--- src/hdl/bce_pkg.sv ---
// ----------------------------------------------------------------------------
// bce_pkg
// Shared constants and types of the combination enumerator.
// ----------------------------------------------------------------------------
package bce_pkg;
	localparam int STR_W    = 32;
	localparam int CNT_W    = 6;
	localparam int ENERGY_W = 37;
	localparam int IDX_W    = 5;
	localparam int WVAL_W   = 32;

	localparam logic [1:0] MODE_LOAD   = 2'd0;
	localparam logic [1:0] MODE_START  = 2'd1;
	localparam logic [1:0] MODE_STEP   = 2'd2;
	// This mode is accepted and dropped.
	localparam logic [1:0] MODE_UNUSED = 2'd3;

	localparam logic [1:0] REG_THRESHOLD = 2'd0;
	localparam logic [1:0] REG_LENGTH    = 2'd1;
	localparam logic [1:0] REG_ONES      = 2'd2;
	localparam logic [1:0] REG_OCCUPIED  = 2'd3;

	// Command handed from the front end to the back end.
	typedef struct packed {
		logic [1:0]        mode;
		logic [IDX_W-1:0]  weight_index;
		logic [WVAL_W-1:0] weight_value;
	} cmd_t;
endpackage

--- src/hdl/bce_if.sv ---
// ----------------------------------------------------------------------------
// bce_in_if / bce_out_if / bce_cfg_if
// Valid/ready channels of the combination enumerator.
// ----------------------------------------------------------------------------
interface bce_in_if;
	logic        valid;
	logic        ready;
	logic [1:0]  mode;
	logic [4:0]  weight_index;
	logic [31:0] weight_value;
	modport source (output valid, mode, weight_index, weight_value, input ready);
	modport sink (input valid, mode, weight_index, weight_value, output ready);
endinterface

interface bce_out_if;
	logic        valid;
	logic        ready;
	logic [31:0] string_bits;
	logic [36:0] energy;
	logic        accepted;
	logic        last;
	modport source (output valid, string_bits, energy, accepted, last, input ready);
	modport sink (input valid, string_bits, energy, accepted, last, output ready);
endinterface

interface bce_cfg_if;
	logic        valid;
	logic        ready;
	logic [1:0]  index;
	logic [36:0] data;
	modport source (output valid, index, data, input ready);
	modport sink (input valid, index, data, output ready);
endinterface

--- src/hdl/bce_front.sv ---
// ----------------------------------------------------------------------------
// bce_front
// Accepts items, drops unused modes and queues commands for the back end.
// ----------------------------------------------------------------------------
module bce_front (
	input  logic              clk,
	input  logic              arst_n,
	input  logic              in_valid,
	output logic              in_ready,
	input  bce_pkg::cmd_t     in_cmd,
	output logic              q_valid,
	input  logic              q_ready,
	output bce_pkg::cmd_t     q_cmd
);
	bce_pkg::cmd_t mem_q [2];
	logic          wr_q, rd_q;
	logic [1:0]    cnt_q;
	logic          push, pop;

	assign in_ready = (cnt_q != 2'd2);
	assign push     = in_valid && in_ready && (in_cmd.mode != bce_pkg::MODE_UNUSED);
	assign q_valid  = (cnt_q != 2'd0);
	assign pop      = q_valid && q_ready;
	assign q_cmd    = mem_q[rd_q];

	always_ff @(posedge clk) begin
		if (push) mem_q[wr_q] <= in_cmd;
	end

	always_ff @(posedge clk or negedge arst_n) begin
		if (!arst_n) begin
			wr_q  <= 1'b0;
			rd_q  <= 1'b0;
			cnt_q <= 2'd0;
		end else begin
			if (push) wr_q <= ~wr_q;
			if (pop) rd_q <= ~rd_q;
			cnt_q <= cnt_q + {1'b0, push} - {1'b0, pop};
		end
	end
endmodule

--- src/hdl/bce_back.sv ---
// ----------------------------------------------------------------------------
// bce_back
// Weight table, string state and the sequential advance search.
// ----------------------------------------------------------------------------
module bce_back #(
	parameter int MAX_LENGTH  = 32,
	parameter int WEIGHT_BITS = 32
) (
	input  logic                              clk,
	input  logic                              arst_n,
	input  logic                              q_valid,
	output logic                              q_ready,
	input  bce_pkg::cmd_t                     q_cmd,
	input  logic signed [bce_pkg::ENERGY_W-1:0] threshold,
	input  logic [bce_pkg::CNT_W-1:0]         string_length,
	input  logic [bce_pkg::CNT_W-1:0]         num_ones,
	input  logic                              occupied_mode,
	output logic                              out_valid,
	input  logic                              out_ready,
	output logic [bce_pkg::STR_W-1:0]         string_bits,
	output logic signed [bce_pkg::ENERGY_W-1:0] energy,
	output logic                              accepted,
	output logic                              last
);
	localparam int CAP = (MAX_LENGTH < 32) ? MAX_LENGTH : 32;
	localparam int EW  = bce_pkg::ENERGY_W;

	localparam logic [2:0] ST_IDLE  = 3'd0;
	localparam logic [2:0] ST_SUM   = 3'd1;
	localparam logic [2:0] ST_SCAN  = 3'd2;
	localparam logic [2:0] ST_CHK   = 3'd3;
	localparam logic [2:0] ST_EXT   = 3'd4;
	localparam logic [2:0] ST_EMIT  = 3'd5;

	logic signed [WEIGHT_BITS-1:0] wtab_q [32];
	logic [31:0] cur_q, work_q, emit_bits;
	logic        finished_q;
	logic [5:0]  len_q;
	logic [2:0]  st_q;
	logic [5:0]  p_q, i_q, held_q, last_q, ext_q;
	logic signed [EW-1:0] acc_q, e_q;
	logic        more_q;
	logic        out_v_q;
	logic signed [EW-1:0] wcur;

	logic [5:0] n_start, k_start;
	always_comb begin
		n_start = (string_length > 6'(CAP)) ? 6'(CAP) : string_length;
		k_start = (num_ones > n_start) ? n_start : num_ones;
	end

	assign wcur = EW'(wtab_q[p_q[4:0]]);
	assign q_ready = (st_q == ST_IDLE) && !out_v_q;
	assign out_valid = out_v_q;

	// Weight table write on each accepted load command.
	always_ff @(posedge clk) begin
		if (q_valid && q_ready && q_cmd.mode == bce_pkg::MODE_LOAD)
			wtab_q[q_cmd.weight_index] <= WEIGHT_BITS'($signed(q_cmd.weight_value));
	end

	always_ff @(posedge clk or negedge arst_n) begin
		if (!arst_n) begin
			st_q       <= ST_IDLE;
			cur_q      <= '0;
			finished_q <= 1'b1;
			len_q      <= '0;
			out_v_q    <= 1'b0;
		end else begin
			if (out_v_q && out_ready) out_v_q <= 1'b0;
			case (st_q)
			ST_IDLE: begin
				if (q_valid && q_ready) begin
					if (q_cmd.mode == bce_pkg::MODE_START) begin
						len_q      <= n_start;
						cur_q      <= (k_start == 6'd0) ? 32'd0 :
						              32'((33'd1 << k_start) - 33'd1);
						finished_q <= 1'b0;
					end else if (q_cmd.mode == bce_pkg::MODE_STEP && !finished_q) begin
						st_q  <= ST_SUM;
						p_q   <= '0;
						acc_q <= '0;
					end
				end
			end
			ST_SUM: begin
				// energy of current string
				if (p_q == len_q) begin
					e_q    <= acc_q;
					work_q <= cur_q;
					held_q <= '0;
					more_q <= 1'b0;
					if (len_q < 6'd2) st_q <= ST_EMIT;
					else begin
						i_q  <= len_q - 6'd1;
						st_q <= ST_SCAN;
					end
				end else begin
					if (cur_q[p_q[4:0]]) acc_q <= acc_q + wcur;
					p_q <= p_q + 6'd1;
				end
			end
			ST_SCAN: begin
				// i_q holds j; test positions j-1 and j
				if (work_q[i_q[4:0]-5'd1] && !work_q[i_q[4:0]]) begin
					work_q[i_q[4:0]-5'd1] <= 1'b0;
					work_q[i_q[4:0]]      <= 1'b1;
					p_q    <= '0;
					acc_q  <= '0;
					last_q <= '0;
					st_q   <= ST_CHK;
				end else if (work_q[i_q[4:0]]) begin
					held_q <= held_q + 6'd1;
					work_q[i_q[4:0]] <= 1'b0;
					if (i_q == 6'd1) st_q <= ST_EMIT;
					else i_q <= i_q - 6'd1;
				end else begin
					if (i_q == 6'd1) st_q <= ST_EMIT;
					else i_q <= i_q - 6'd1;
				end
			end
			ST_CHK: begin
				if (p_q == len_q) begin
					p_q   <= last_q + 6'd1;
					ext_q <= '0;
					st_q  <= ST_EXT;
				end else begin
					if (work_q[p_q[4:0]]) begin
						acc_q  <= acc_q + wcur;
						last_q <= p_q;
					end
					p_q <= p_q + 6'd1;
				end
			end
			ST_EXT: begin
				if (ext_q < held_q && p_q < len_q) begin
					acc_q <= acc_q + wcur;
					p_q   <= p_q + 6'd1;
					ext_q <= ext_q + 6'd1;
				end else if (acc_q < threshold) begin
					// fill held ones right after j
					for (int b = 0; b < 32; b++)
						if (b > int'(i_q) && b <= int'(i_q) + int'(held_q) &&
						    b < int'(len_q))
							work_q[b] <= 1'b1;
					more_q <= 1'b1;
					st_q   <= ST_EMIT;
				end else begin
					held_q <= held_q + 6'd1;
					work_q[i_q[4:0]] <= 1'b0;
					if (i_q == 6'd1) st_q <= ST_EMIT;
					else begin
						i_q  <= i_q - 6'd1;
						st_q <= ST_SCAN;
					end
				end
			end
			ST_EMIT: begin
				if (!out_v_q) begin
					cur_q       <= work_q;
					finished_q  <= !more_q;
					string_bits <= emit_bits;
					energy      <= e_q;
					accepted    <= (e_q < threshold);
					last        <= !more_q;
					out_v_q     <= 1'b1;
					st_q        <= ST_IDLE;
				end
			end
			default: st_q <= ST_IDLE;
			endcase
		end
	end

	// Output view of the current string, reversed and inverted in occupied mode.
	always_comb begin
		emit_bits = cur_q;
		if (occupied_mode) begin
			emit_bits = '0;
			for (int b = 0; b < 32; b++)
				if (b < int'(len_q))
					emit_bits[b] = !cur_q[5'(int'(len_q) - 1 - b)];
		end
	end
endmodule

--- src/hdl/bounded_combination_enumerator_core.sv ---
// ----------------------------------------------------------------------------
// bounded_combination_enumerator_core
// Bounded k-of-n combination enumerator with weight pruning.
// ----------------------------------------------------------------------------
// Items of mode 0 load a weight, mode 1 starts a run and mode 2 emits the
// current combination with its energy and advances; mode 3 is dropped. A step
// takes one sum pass over n positions plus, per candidate move, one pass over
// n positions and a completion pass over the held ones, all through the single
// shared accumulator in the back end. A two-entry queue lets the front accept
// the next item while the back end works, and a finished result waits in the
// output register. Configuration is written while idle by the user; the block
// itself does not enforce it.
module bounded_combination_enumerator_core #(
	parameter int MAX_LENGTH  = 32,
	parameter int WEIGHT_BITS = 32
) (
	input logic clk,
	input logic arst_n,
	bce_in_if.sink   in_ch,
	bce_out_if.source out_ch,
	bce_cfg_if.sink  cfg
);
	logic signed [36:0] threshold_q;
	logic [5:0]         length_q, ones_q;
	logic               occ_q;
	bce_pkg::cmd_t      in_cmd, q_cmd;
	logic               q_valid, q_ready;

	// Configuration transfers are always taken.
	assign cfg.ready = 1'b1;
	always_ff @(posedge clk or negedge arst_n) begin
		if (!arst_n) begin
			threshold_q <= '0;
			length_q    <= 6'd32;
			ones_q      <= 6'd1;
			occ_q       <= 1'b0;
		end else if (cfg.valid) begin
			case (cfg.index)
			bce_pkg::REG_THRESHOLD: threshold_q <= cfg.data;
			bce_pkg::REG_LENGTH:    length_q    <= cfg.data[5:0];
			bce_pkg::REG_ONES:      ones_q      <= cfg.data[5:0];
			bce_pkg::REG_OCCUPIED:  occ_q       <= cfg.data[0];
			default: ;
			endcase
		end
	end

	assign in_cmd.mode         = in_ch.mode;
	assign in_cmd.weight_index = in_ch.weight_index;
	assign in_cmd.weight_value = in_ch.weight_value;

	bce_front u_front (
		.clk(clk), .arst_n(arst_n),
		.in_valid(in_ch.valid), .in_ready(in_ch.ready), .in_cmd(in_cmd),
		.q_valid(q_valid), .q_ready(q_ready), .q_cmd(q_cmd)
	);

	bce_back #(.MAX_LENGTH(MAX_LENGTH), .WEIGHT_BITS(WEIGHT_BITS)) u_back (
		.clk(clk), .arst_n(arst_n),
		.q_valid(q_valid), .q_ready(q_ready), .q_cmd(q_cmd),
		.threshold(threshold_q), .string_length(length_q), .num_ones(ones_q),
		.occupied_mode(occ_q),
		.out_valid(out_ch.valid), .out_ready(out_ch.ready),
		.string_bits(out_ch.string_bits), .energy(out_ch.energy),
		.accepted(out_ch.accepted), .last(out_ch.last)
	);
endmodule

--- src/flat_wrapper.sv ---
// flat-port wrapper written by rule: the top's interface ports become plain ports
module bounded_combination_enumerator_core_flat 
#(
	parameter int MAX_LENGTH  = 32,
	parameter int WEIGHT_BITS = 32
)
  (clk, arst_n, in_ch_valid, in_ch_mode, in_ch_weight_index, in_ch_weight_value, in_ch_ready, out_ch_valid, out_ch_string_bits, out_ch_energy, out_ch_accepted, out_ch_last, out_ch_ready, cfg_valid, cfg_index, cfg_data, cfg_ready);
  bce_in_if in_ch_i ();
  bce_out_if out_ch_i ();
  bce_cfg_if cfg_i ();
  input logic clk;
  input logic arst_n;
  input wire logic [$bits(in_ch_i.valid)-1:0] in_ch_valid;
  input wire logic [$bits(in_ch_i.mode)-1:0] in_ch_mode;
  input wire logic [$bits(in_ch_i.weight_index)-1:0] in_ch_weight_index;
  input wire logic [$bits(in_ch_i.weight_value)-1:0] in_ch_weight_value;
  output wire logic [$bits(in_ch_i.ready)-1:0] in_ch_ready;
  output wire logic [$bits(out_ch_i.valid)-1:0] out_ch_valid;
  output wire logic [$bits(out_ch_i.string_bits)-1:0] out_ch_string_bits;
  output wire logic [$bits(out_ch_i.energy)-1:0] out_ch_energy;
  output wire logic [$bits(out_ch_i.accepted)-1:0] out_ch_accepted;
  output wire logic [$bits(out_ch_i.last)-1:0] out_ch_last;
  input wire logic [$bits(out_ch_i.ready)-1:0] out_ch_ready;
  input wire logic [$bits(cfg_i.valid)-1:0] cfg_valid;
  input wire logic [$bits(cfg_i.index)-1:0] cfg_index;
  input wire logic [$bits(cfg_i.data)-1:0] cfg_data;
  output wire logic [$bits(cfg_i.ready)-1:0] cfg_ready;
  assign in_ch_i.valid = in_ch_valid;
  assign in_ch_i.mode = in_ch_mode;
  assign in_ch_i.weight_index = in_ch_weight_index;
  assign in_ch_i.weight_value = in_ch_weight_value;
  assign in_ch_ready = in_ch_i.ready;
  assign out_ch_valid = out_ch_i.valid;
  assign out_ch_string_bits = out_ch_i.string_bits;
  assign out_ch_energy = out_ch_i.energy;
  assign out_ch_accepted = out_ch_i.accepted;
  assign out_ch_last = out_ch_i.last;
  assign out_ch_i.ready = out_ch_ready;
  assign cfg_i.valid = cfg_valid;
  assign cfg_i.index = cfg_index;
  assign cfg_i.data = cfg_data;
  assign cfg_ready = cfg_i.ready;
  bounded_combination_enumerator_core #(.MAX_LENGTH(MAX_LENGTH), .WEIGHT_BITS(WEIGHT_BITS)) u_core (.clk(clk), .arst_n(arst_n), .in_ch(in_ch_i), .out_ch(out_ch_i), .cfg(cfg_i));
endmodule
--- config.mk ---
export PLATFORM = sky130hd
export DESIGN_NAME = bounded_combination_enumerator_core_flat
export DESIGN_NICKNAME = d
export VERILOG_FILES = /design/src/hdl/bce_pkg.sv /design/src/hdl/bce_if.sv /design/src/hdl/bce_front.sv /design/src/hdl/bce_back.sv /design/src/hdl/bounded_combination_enumerator_core.sv /design/src/flat_wrapper.sv
export SDC_FILE = /design/constraint.sdc
export NUM_CORES = 2
export LEC_CHECK = 0
export CORE_ASPECT_RATIO = 0.9
export CORE_MARGIN = 4
export CORE_UTILIZATION = 30
export DETAILED_ROUTE_END_ITERATION = 7
export DONT_BUFFER_PORTS = 1
export GPL_ROUTABILITY_DRIVEN = 0
export PLACE_DENSITY = 0.54
export SKIP_CTS_REPAIR_TIMING = 1
export SYNTH_ARGS = -nofsm -noshare
export SYNTH_HDL_FRONTEND = slang
export SYNTH_SLANG_ARGS = --single-unit
--- constraint.sdc ---
create_clock -name clk -period 7.87 [get_ports clk]
set_input_delay 1.1805 -clock clk [delete_from_list [all_inputs] [get_ports clk]]
set_output_delay 1.1805 -clock clk [all_outputs]
set_load 0.01 [all_outputs]
==> summary.txt <==
Status
  • Status: finished clean

Yosys
  • Yosys warns: 0
  • Most common cell in the netlist: edfxtp_1
  • Number of enable-type register cells in the synthesized netlist: 1310
  • Syn_area_per_cell: 16.2 sq um
  • Register bit total from synthesis: 1412
  • Most frequent cells after synthesis: edfxtp_1, mux4_2, nand2_1
  • Area share of the largest cell type after synthesis: 0.615
  • Syn_nets: 4198
  • Primary FF master, synth: edfxtp_1
  • FFs w/ async S/R, synth: 0.0687
  • Distinct cell type count after synthesis: 86
  • Sequential cell area fraction in the yosys report: 0.654
  • Post-synthesis instance total: 3954
  • Library cell with the largest summed area after synthesis: edfxtp_1
  • Cell Area, Synth: 64000 sq um
  • Ranking of synthesized cells by area: edfxtp_1, mux4_2, dfrtp_1

Critical path
  • Capture instance of the worst register-to-register path: u_core.u_back.acc_q[34]
  • Max Fanout on Critical Path: 38
  • Worst setup EP type: flip-flop
  • Number of buffer and inverter instances along the worst setup path: 2
  • Flop2flop setup slack: 2.27 ns
  • Path depth of the worst reg2reg path: 15
  • Delay of the slowest critical-path stage: 0.89 ns
  • Slowest stage cell on the critical path: dfxtp_4
  • Data arrival time at the worst-slack endpoint: 6.11 ns
  • Type of the worst setup path: reg -> reg
  • Required time at the endpoint of the critical path: 8.37 ns
  • Delay-heaviest family, CP: multiplexers
  • Kind of launch point of the worst setup path: flip-flop
  • CP cell instances: buf_12, buf_12, mux4_2, mux4_2, mux2_2, ha_1, nand2_1, nor2_1, o211a_1, o211ai_1, a211oi_1, nor4b_1, or2_2, xor2_1, nor2_1

Placement
  • Number of port buffers: 0
  • Dpl hpwl: 119000 um

Pwr
  • Total power consumption of the routed design: 32.7 mW
  • Power per cell area: 451 nW/um^2
  • Maximum VDD drop: 354 uV
  • Leakage Power: 23.9 nW

Drt
  • Wire length per cell after detailed routing: 28.5 um
  • Count of TritonRoute iterations in the first routing pass: 6
  • Total detailed-routing wirelength: 198000 um
  • Routed Antenna Nets: 0
  • Detailed Route Iter0 Violations: 4636
  • Drt drc: 0
  • Via/cell ratio: 5.42
  • Via count: 37600

GRT
  • Global route total overflow: 0
  • Number of global-route vias before repair: 36600
  • Number of antenna violations at the first check in global routing: 7
  • Total Routing Usage GR: 0.175
  • Maximum number of pins on one net before global-route repair: 103
  • First-pass GRT wire length: 279000 um

Floorplanning
  • Number of top-level pins: 157
  • Die outline width: 495 um
  • Number of placement rows: 160
  • Die area: 221000 sq um
  • Core area: 212000 sq um
  • Starting utilization of the core area: 0.302
  • DIE HEIGHT: 446 um

Timing
  • Final critical-path share of the clock period: 0.712
  • Slew headroom: 0.142
  • Final critical-path required period: 5.60 ns
  • Hold Worst Slack: 0.109 ns
  • Total Neg Setup Slack: 0 ns
  • Final hold violation count: 0
  • Post-Route Skew: 0.0381 ns
  • Final Max Tran Viols: 0
  • Worst-margin pin slew: 1.28 ns
  • Achievable frequency: 178 MHz
  • Endpoints failing setup: 0
  • Unrepaired setup endpoints after global routing: no

Clocking
  • TritonCTS clock tree: done
  • Number of clock sinks: 1412
  • Buffer depth of the longest clock path: 3
  • Insertion delay of the later-clocked pin in the worst-skew pair: 0.80 ns
  • Clock slew at reported path FFs: 0.07 ns
  • Number of clock buffers inserted by TritonCTS: 152
  • CTS H-tree lvls: 4
  • Clock Tree Root: clkbuf_16

Final layout
  • Area taken by flip-flops and latches: 41900 sq um
  • Share of cells above drive strength 1: 0.208
  • NumNets Final: 4219
  • Area of the multi-input gates: 21100 sq um
  • Area grow syn2layout: 13.4%
  • Count of fill cells added during filler insertion: 20300

Run
  • Reported max-cap violation count: 0

Worst hold path
  • Worst min path class: in -> async
==> cell type report <==
class                           count  area share
Sequential cell                  1412       0.577
Inverter                          125     0.00647
Clock buffer                      198      0.0574
Timing Repair Buffer               82      0.0100
Tap cell                         2835      0.0489
Antenna cell                        9    0.000310
Multi-Input combinational cell   2202       0.291
Clock inverter                     79     0.00929
==> cells in the final DEF (no fill, tap or decap), types with 102 or more instances in the layout <==
master     Yosys  layout
nand2_1      250     250
nor2_1       191     154
a21oi_1      168     168
inv_1        119     119
o21ai_0      174     174
clkbuf_16      0     157
mux4_2       368     368
ha_1         159     158
edfxtp_1    1310    1310
mux2_2       102     102
==> routing by layer <==
layer	track usage	vias to the layer above	wire length, um
li1	-	15900	-
met1	0.241	19700	85100
met2	0.283	1716	93100
met3	0.0319	372	13700
met4	0.0543	0	6240
met5	0	-	0
==> worst max path at each step <==
stage,from,end,slack (ns),depth (start not counted)
floorplan,u_core.u_back.st_q[0],u_core.u_back.accepted,0.71,6
global placement,flip-flop,u_core.u_back.acc_q[34],2.16,15
detailed placement,flip-flop,u_core.u_back.acc_q[34],2.25,15
CTS,flip-flop,u_core.u_back.acc_q[36],2.23,15
global route,flip-flop,u_core.u_back.acc_q[23],1.84,14
finish,flip-flop,u_core.u_back.acc_q[34],2.27,15
==> report_power, final <==
part / leakage, nW / internal, mW / switching (mW)
Sequential: 13.0 / 9.76 / 1.29
Clock: 2.37 / 3.95 / 3.04
Combinational: 8.47 / 6.03 / 8.65
Total: 23.9 / 19.7 / 13.0
==> kinds of logic (layout without fill, tap and decap cells) <==
family          Yosys count  count (layout)  share of synthesized area
mux                     560             560                      0.162
flops                  1412            1412                      0.654
compound gates          655             655                     0.0650
xor+xnor                 83              83                     0.0116
fa+ha+maj               161             161                     0.0317
simple gates            742             742                     0.0540
other cells               1              10                  0.0000586
buf+inv                 340             484                     0.0212
==> through the flow <==
step,std cells,cell area [sq um],worst slack [ns],util
floorplan,3954,64000,0.707,-
global placement,6656,67700,2.16,0.320
detailed placement,6656,67700,2.25,0.320
CTS,6933,72600,2.23,0.343
global route,6940,72600,1.84,0.343
finish,6942,72600,2.27,0.343
==> registers in the layout (all words and copies together) (netlist names), 2 cells and up, named ones only <==
name and count:
u_core.u_back.wtab_q 1024, u_core.u_front.mem_q 78, u_core.threshold_q 37, u_core.u_back.acc_q 37, u_core.u_back.e_q 37, u_core.u_back.energy 37, u_core.u_back.cur_q 32, u_core.u_back.string_bits 32
u_core.u_back.work_q 32, u_core.length_q 6, u_core.ones_q 6, u_core.u_back.ext_q 6, u_core.u_back.held_q 6, u_core.u_back.i_q 6, u_core.u_back.last_q 6, u_core.u_back.len_q 6
u_core.u_back.p_q 6, u_core.u_back.st_q 3, u_core.u_front.cnt_q 2
Power figures use the tool's default switching activity.
